## src/rtl/core/mcmb_pkg.sv

```systemverilog
`timescale 1ns / 1ps

package mcmb_pkg;

  localparam int unsigned MaxSats  = 64;
  localparam int unsigned MaxSigs  = 32;
  localparam int unsigned MaxCells = 64;

  typedef enum logic {
    OP_ADD    = 1'b0,
    OP_FINISH = 1'b1
  } op_e;

  typedef enum logic [2:0] {
    ST_IDLE,
    ST_ADD_WR,
    ST_SIG_CNT,
    ST_ROW,
    ST_SCAN,
    ST_EMIT
  } state_e;

  typedef struct packed {
    logic       operation;
    logic [6:0] sat_id;
    logic [5:0] sig_id;
  } in_t;

  typedef struct packed {
    logic [63:0] sat_mask;
    logic [31:0] sig_mask;
    logic [6:0]  sat_count;
    logic [5:0]  sig_count;
    logic [63:0] cell_mask;
    logic [6:0]  cell_count;
    logic        cell_overflow;
  } out_t;

endpackage

```

## src/rtl/core/mcmb_pair_store.sv

```systemverilog
`timescale 1ns / 1ps

module mcmb_pair_store #(
  parameter int unsigned DEPTH = mcmb_pkg::MaxSats,
  parameter int unsigned WIDTH = mcmb_pkg::MaxSigs,
  localparam int unsigned AW = (DEPTH > 1) ? $clog2(DEPTH) : 1
) (
  input  logic             clk_i,
  input  logic             rst_ni,
  input  logic             clr_i,
  input  logic             wr_en_i,
  input  logic [AW-1:0]    wr_addr_i,
  input  logic [WIDTH-1:0] wr_data_i,
  input  logic             rd_en_i,
  input  logic [AW-1:0]    rd_addr_i,
  output logic [WIDTH-1:0] rd_data_o
);

  logic [WIDTH-1:0] mem_q [DEPTH];
  logic [DEPTH-1:0] valid_q;
  logic [WIDTH-1:0] rd_data_q;

  // A row that is not valid reads as zero, so clearing resets only the valid bits.
  always_ff @(posedge clk_i or negedge rst_ni) begin
    if (!rst_ni) begin
      valid_q <= '0;
    end else if (clr_i) begin
      valid_q <= '0;
    end else if (wr_en_i) begin
      valid_q[wr_addr_i] <= 1'b1;
    end
  end

  always_ff @(posedge clk_i) begin
    if (wr_en_i) begin
      mem_q[wr_addr_i] <= wr_data_i;
    end
    if (rd_en_i) begin
      rd_data_q <= valid_q[rd_addr_i] ? mem_q[rd_addr_i] : '0;
    end
  end

  assign rd_data_o = rd_data_q;

endmodule

```

## src/rtl/core/msm_cell_mask_builder_unit.sv

```systemverilog
`timescale 1ns / 1ps
// An add transaction reads the satellite's row, then writes it back with the signal bit set; an
// add with an id of zero or above the limit is ignored. A finish is taken, counts the seen signals,
// visits each satellite row, scans every signal of each seen row, then loads the result once free.
// One transaction is in work at a time; the result register lets the next one start early.
// Reset clears the seen and cell masks, the presence store valid bits and the result valid flag at once.

module msm_cell_mask_builder_unit #(
  parameter int unsigned MAX_SATS  = mcmb_pkg::MaxSats,
  parameter int unsigned MAX_SIGS  = mcmb_pkg::MaxSigs,
  parameter int unsigned MAX_CELLS = mcmb_pkg::MaxCells
) (
  input  logic           clk_i,
  input  logic           rst_ni,
  input  logic           in_valid_i,
  output logic           in_stall_o,
  input  mcmb_pkg::in_t  in_i,
  output logic           out_valid_o,
  input  logic           out_stall_i,
  output mcmb_pkg::out_t out_o
);

  localparam int unsigned SatAw = (MAX_SATS > 1) ? $clog2(MAX_SATS) : 1;
  localparam logic [MAX_SIGS-1:0] SigOne = MAX_SIGS'(1);

  mcmb_pkg::state_e state_q, state_d;

  logic [63:0]         seen_sats_q, seen_sats_d;
  logic [31:0]         seen_sigs_q, seen_sigs_d;
  logic [SatAw-1:0]    sat_idx_q, sat_idx_d;
  logic [MAX_SIGS-1:0] sig_oh_q, sig_oh_d;
  logic [5:0]          row_q, row_d;
  logic [4:0]          scan_q, scan_d;
  logic [5:0]          rank_q, rank_d;
  logic [5:0]          nsig_q, nsig_d;
  logic [6:0]          nsat_q, nsat_d;
  logic [11:0]         base_q, base_d;
  logic [63:0]         cells_q, cells_d;
  logic [6:0]          ncell_q, ncell_d;
  logic                out_valid_q, out_valid_d;
  mcmb_pkg::out_t      out_q;

  logic                rd_en;
  logic [SatAw-1:0]    rd_addr;
  logic [MAX_SIGS-1:0] rd_data;
  logic                wr_en;
  logic                clr;
  logic                out_load;

  logic [6:0]  sat_m1;
  logic [5:0]  sig_m1;
  logic        ids_ok;
  logic        last_row;
  logic        last_sig;
  logic [31:0] row_word;
  logic [11:0] pos;

  assign sat_m1   = in_i.sat_id - 7'd1;
  assign sig_m1   = in_i.sig_id - 6'd1;
  assign ids_ok   = (in_i.sat_id != 7'd0) && (in_i.sat_id <= 7'(MAX_SATS)) &&
                    (in_i.sig_id != 6'd0) && (in_i.sig_id <= 6'(MAX_SIGS));
  assign last_row = (row_q == 6'(MAX_SATS - 1));
  assign last_sig = (scan_q == 5'(MAX_SIGS - 1));
  assign row_word = 32'(rd_data);
  assign pos      = base_q + 12'(rank_q);

  mcmb_pair_store #(
    .DEPTH(MAX_SATS),
    .WIDTH(MAX_SIGS)
  ) u_store (
    .clk_i    (clk_i),
    .rst_ni   (rst_ni),
    .clr_i    (clr),
    .wr_en_i  (wr_en),
    .wr_addr_i(sat_idx_q),
    .wr_data_i(rd_data | sig_oh_q),
    .rd_en_i  (rd_en),
    .rd_addr_i(rd_addr),
    .rd_data_o(rd_data)
  );

  always_comb begin
    state_d     = state_q;
    seen_sats_d = seen_sats_q;
    seen_sigs_d = seen_sigs_q;
    sat_idx_d   = sat_idx_q;
    sig_oh_d    = sig_oh_q;
    row_d       = row_q;
    scan_d      = scan_q;
    rank_d      = rank_q;
    nsig_d      = nsig_q;
    nsat_d      = nsat_q;
    base_d      = base_q;
    cells_d     = cells_q;
    ncell_d     = ncell_q;
    rd_en       = 1'b0;
    rd_addr     = row_q[SatAw-1:0];
    wr_en       = 1'b0;
    clr         = 1'b0;
    out_load    = 1'b0;

    unique case (state_q)
      mcmb_pkg::ST_IDLE: begin
        if (in_valid_i) begin
          if (in_i.operation == mcmb_pkg::OP_FINISH) begin
            scan_d  = '0;
            nsig_d  = '0;
            state_d = mcmb_pkg::ST_SIG_CNT;
          end else if (ids_ok) begin
            seen_sats_d[sat_m1[5:0]] = 1'b1;
            seen_sigs_d[sig_m1[4:0]] = 1'b1;
            sat_idx_d = sat_m1[SatAw-1:0];
            sig_oh_d  = SigOne << sig_m1[4:0];
            rd_en     = 1'b1;
            rd_addr   = sat_m1[SatAw-1:0];
            state_d   = mcmb_pkg::ST_ADD_WR;
          end
        end
      end
      mcmb_pkg::ST_ADD_WR: begin
        wr_en   = 1'b1;
        state_d = mcmb_pkg::ST_IDLE;
      end
      mcmb_pkg::ST_SIG_CNT: begin
        nsig_d = nsig_q + 6'(seen_sigs_q[scan_q]);
        if (last_sig) begin
          row_d   = '0;
          base_d  = '0;
          nsat_d  = '0;
          cells_d = '0;
          ncell_d = '0;
          state_d = mcmb_pkg::ST_ROW;
        end else begin
          scan_d = scan_q + 5'd1;
        end
      end
      mcmb_pkg::ST_ROW: begin
        if (seen_sats_q[row_q]) begin
          rd_en   = 1'b1;
          nsat_d  = nsat_q + 7'd1;
          scan_d  = '0;
          rank_d  = '0;
          state_d = mcmb_pkg::ST_SCAN;
        end else if (last_row) begin
          state_d = mcmb_pkg::ST_EMIT;
        end else begin
          row_d = row_q + 6'd1;
        end
      end
      mcmb_pkg::ST_SCAN: begin
        if (seen_sigs_q[scan_q]) begin
          rank_d = rank_q + 6'd1;
          if (row_word[scan_q]) begin
            if (pos < 12'(MAX_CELLS)) begin
              cells_d[pos[5:0]] = 1'b1;
            end
            if (ncell_q < 7'(MAX_CELLS)) begin
              ncell_d = ncell_q + 7'd1;
            end
          end
        end
        if (last_sig) begin
          base_d = base_q + 12'(nsig_q);
          if (last_row) begin
            state_d = mcmb_pkg::ST_EMIT;
          end else begin
            row_d   = row_q + 6'd1;
            state_d = mcmb_pkg::ST_ROW;
          end
        end else begin
          scan_d = scan_q + 5'd1;
        end
      end
      mcmb_pkg::ST_EMIT: begin
        if (!out_valid_q || !out_stall_i) begin
          out_load    = 1'b1;
          seen_sats_d = '0;
          seen_sigs_d = '0;
          clr         = 1'b1;
          state_d     = mcmb_pkg::ST_IDLE;
        end
      end
      default: begin
        state_d = mcmb_pkg::ST_IDLE;
      end
    endcase
  end

  always_comb begin
    out_valid_d = out_valid_q;
    if (out_load) begin
      out_valid_d = 1'b1;
    end else if (out_valid_q && !out_stall_i) begin
      out_valid_d = 1'b0;
    end
  end

  always_ff @(posedge clk_i or negedge rst_ni) begin
    if (!rst_ni) begin
      state_q     <= mcmb_pkg::ST_IDLE;
      seen_sats_q <= '0;
      seen_sigs_q <= '0;
      out_valid_q <= 1'b0;
      row_q       <= '0;
      scan_q      <= '0;
      rank_q      <= '0;
      nsig_q      <= '0;
      nsat_q      <= '0;
      base_q      <= '0;
      cells_q     <= '0;
      ncell_q     <= '0;
    end else begin
      state_q     <= state_d;
      seen_sats_q <= seen_sats_d;
      seen_sigs_q <= seen_sigs_d;
      out_valid_q <= out_valid_d;
      row_q       <= row_d;
      scan_q      <= scan_d;
      rank_q      <= rank_d;
      nsig_q      <= nsig_d;
      nsat_q      <= nsat_d;
      base_q      <= base_d;
      cells_q     <= cells_d;
      ncell_q     <= ncell_d;
    end
  end

  always_ff @(posedge clk_i) begin
    sat_idx_q <= sat_idx_d;
    sig_oh_q  <= sig_oh_d;
    if (out_load) begin
      out_q.sat_mask      <= seen_sats_q;
      out_q.sig_mask      <= seen_sigs_q;
      out_q.sat_count     <= nsat_q;
      out_q.sig_count     <= nsig_q;
      out_q.cell_mask     <= cells_q;
      out_q.cell_count    <= ncell_q;
      out_q.cell_overflow <= (base_q > 12'(MAX_CELLS));
    end
  end

  assign in_stall_o  = (state_q != mcmb_pkg::ST_IDLE);
  assign out_valid_o = out_valid_q;
  assign out_o       = out_q;

endmodule

```

## config.mk

```make
export PLATFORM = sky130hd
export DESIGN_NAME = msm_cell_mask_builder_unit
export DESIGN_NICKNAME = d
export VERILOG_FILES = /design/src/rtl/core/mcmb_pkg.sv /design/src/rtl/core/mcmb_pair_store.sv /design/src/rtl/core/msm_cell_mask_builder_unit.sv
export SDC_FILE = /design/constraint.sdc
export NUM_CORES = 2
export LEC_CHECK = 0
export ABC_AREA = 0
export BUFFER_PORTS_ARGS = -buffer_cell sky130_fd_sc_hd__buf_2
export CORE_UTILIZATION = 35
export CTS_BUF_LIST = sky130_fd_sc_hd__clkbuf_16
export DETAILED_ROUTE_END_ITERATION = 8
export PLACE_DENSITY = 0.51
export SYNTH_ARGS = -nofsm -noshare
export SYNTH_HDL_FRONTEND = slang
export SYNTH_HIERARCHICAL = 1
export SYNTH_SLANG_ARGS = --single-unit
```

## constraint.sdc

```tcl
create_clock -name clk_i -period 7.65 [get_ports clk_i]
set_input_delay 1.53 -clock clk_i [delete_from_list [all_inputs] [get_ports clk_i]]
set_output_delay 1.53 -clock clk_i [all_outputs]
set_load 0.01 [all_outputs]
```

==> summary.txt <==
Final Cycle Share: 82.8%
Total number of vias: 51400
Buf/Inv on CP: 6
Number of global-route vias before repair: 52100
CP arrival: 6.93 ns
Post-synth ARST share: 10.8%
Design Area, Final: 0.115 mm²
First-pass GRT wire length: 394000 µm
Post-DP Area: 0.106 mm²
PortBufs: 200
Status: completed
CP peak stage delay: 0.72 ns
Cells after synthesis: 5026
P_leak: 37.5 nW
Largest net degree at the start of global routing: 168
DIE HEIGHT: 534 µm
Die W: 534 µm
CP max stage cell: or4_2
Top post-synthesis cells by count: edfxtp_1 (2299), mux4_2 (535), nor2_1 (415)
GR Util All Layers: 19.3%
Main flop type after synthesis: edfxtp_1
Area Growth Syn to Fin: 15.8%
Final core occ: 40.9%
Clock Skew: 0.0589 ns
Netlist cell types: 85
GRT overflow: 0
WL/cell: 29.6 µm
CP Launch Type: input port
Top cells by area, synth: edfxtp_1 (70%), mux4_2 (12%), dfrtp_1 (7.0%)
I/O Pins: 201
Most common cell in the netlist: edfxtp_1
Unrepaired setup endpoints after global routing: false
Synthesized area: 0.0990 mm²
Drt initial violations: 5858
Layout cells sized above 1: 26.0%
Max FO, Critical Path: 45
Core area: 0.280 mm²
Clock Latency Late Sink: 0.93 ns
Tmin final: 6.33 ns
Routed Antenna Nets: 0
Hold slack: 0.439 ns
Area fraction of the dominant cell type after synthesis: 69.7%
Register area share after synthesis: 76.7%
Hold_buf cts: 0
FF+latch count, synth: 2576
Pre-Repair DR Iteration Count: 6
Rows: 194
Initial antenna violation count: 22
Post CTS Setup Buffer Count: 0
R2r endpoint: u_store/rd_data_o[30]
Syn Area/Cell: 19.7 µm²
Post-placement cell count: 8895
CTS resizes: 0
Hold Path Depth: 0
CTS Buffer Depth: 4
Max VDD drop: 0.000199 V
Sink Count: 2576
Non-Filler Instances: 9396
Worst Tran Pin Value: 1.28 ns
Worst path required time: 8.25 ns
Top cell family by delay on the critical path: compound AO/OA/AOI/OAI gates
Largest area contributor in the netlist: edfxtp_1
Critical path endpoint category: flip-flop
TNS Setup: 0 ns
HPWL Detailed: 157000 µm
Crit path cell chain: buf_2, inv_1, ha_1, nand2b_1, o41ai_1, nand4_1, or4_2, o21ai_4, buf_12, buf_4, buf_12, buf_4, mux4_2, a22oi_1, a21oi_1, nor2_1, a21oi_1
Hold path start: cells_q[35]
CP Class: input port to flip-flop
Fmax: 158 MHz
CTS tree: yes
TritonCTS Buffers: 288
Max-slew headroom: 14.5%
Hold EP: out_o[43]
Htree depth: 5
Final Hold Fails: 0
# setup viols final: 0
Initial Util: 35.3%
Drt total wl: 278000 µm
Root Driver: clkbuf_16
Number of flops mapped to enable cells by yosys: 2299
HP Class: flip-flop to flip-flop
Max-cap viol count: 0
R2R Setup Slk: 2.24 ns
R2R depth: 12
Die area: 0.285 mm²
Yosys warns: 6
Worst r2r src: state_q[0]
Pwr/cell area: 313 mW/mm²
Slew Viols, Final: 0
Residual DRC: 0
Synth Net Count: 5070
Nets: 5505
Fillers: 24700
Vias/cell: 5.47
Clock transition at path regs: 0.06 ns
Gpl congestion: 0.803
==> kinds of logic after synthesis <==
kind of cell,count (synthesis),share of synthesized area (%)
multiplexers,609,13.2
XOR/XNOR,22,0.202
flip-flops,2576,76.7
AO/OA/AOI/OAI,650,4.22
buffers and inverters,292,1.35
adder cells (fa/ha/maj),26,0.344
AND/OR/NAND/NOR,851,3.96
==> layer usage <==
| metal | vias up | routed length [µm] | global-route usage (%) |
|---|---|---|---|
| li1 | 21300 | - | - |
| met1 | 27900 | 120000 | 27.4 |
| met2 | 1763 | 135000 | 31.5 |
| met3 | 377 | 16500 | 2.55 |
| met4 | 4 | 6450 | 5.00 |
| met5 | - | 27 | 0 |
==> final cells by class <==
| class | count | area [µm²] | share of cell area (%) |
|---|---|---|---|
| antenna | 4 | 10.0 | 0.00873 |
| timing repair buffer | 407 | 2930 | 2.55 |
| clock inverter | 204 | 1380 | 1.20 |
| multi-input combinational | 2158 | 22300 | 19.5 |
| inverter | 30 | 113 | 0.0982 |
| tap | 3724 | 4660 | 4.06 |
| clock buffer | 293 | 7330 | 6.39 |
| sequential | 2576 | 76000 | 66.2 |
==> placed cells by master, fill, tap and decap left out, types with 95 or more instances in the layout <==
master / instances
buf_2: 199
dfrtp_1: 277
mux4_2: 535
clkbuf_16: 293
buf_4: 178
nand2_1: 206
nor2_1: 349
edfxtp_1: 2299
inv_1: 95
o21ai_0: 95
a21oi_1: 204
a22oi_1: 274
==> worst max path at each step <==
| stage | from | end | slack [ns] | cells after the start |
|---|---|---|---|---|
| final | in_i[6] | u_store/rd_data_o[30] | 1.32 | 17 |
| after global routing | in_i[6] | u_store/rd_data_o[30] | 0.90 | 17 |
| after CTS | in_i[6] | u_store/rd_data_o[3] | 1.23 | 18 |
| after detailed placement | in_i[6] | u_store/rd_data_o[3] | 0.26 | 18 |
| after global placement | in_i[6] | u_store/rd_data_o[3] | 0.26 | 18 |
| after floorplan | in_i[1] | u_store/rd_data_o[0] | 2.11 | 18 |
==> report_power, final <==
group	leakage [nW]	switching, mW	internal, mW	total [mW]
clock	4.52	5.45	7.52	13.0
combinational	8.81	4.10	3.07	7.18
sequential	24.1	0.224	15.6	15.8
==> registers in the layout, summed over array words and instances (netlist names) <==
register	count
base_q	12
cells_q	64
ncell_q	7
nsat_q	7
nsig_q	6
out_o	181
out_valid_o	1
rank_q	6
row_q	6
sat_idx_q	6
scan_q	5
seen_sats_q	64
seen_sigs_q	32
sig_oh_q	32
state_q	3
u_store/mem_q	2048
u_store/rd_data_o	32
u_store/valid_q	64
==> metrics by stage <==
| step | setup slack [ns] | power [mW] |
|---|---|---|
| after global routing | 0.903 | 37.2 |
| after detailed placement | 0.264 | 23.4 |
| final | 1.32 | 35.9 |
| after CTS | 1.23 | 36.4 |
| after floorplan | 2.11 | 20.9 |
| after global placement | 0.255 | 23.4 |
==> worst reg2reg max path, cell delays in order, from the launching register on <==
cell,delay (ns)
dfrtp_1,0.54
or3_1,0.52
or4_2,0.66
o21ai_4,0.51
buf_12,0.29
buf_4,0.23
buf_12,0.32
buf_4,0.51
mux4_2,0.54
a22oi_1,0.19
a21oi_1,0.16
nor2_1,0.52
a21oi_1,0.14
Note: power is estimated with default switching activity, not from simulation.
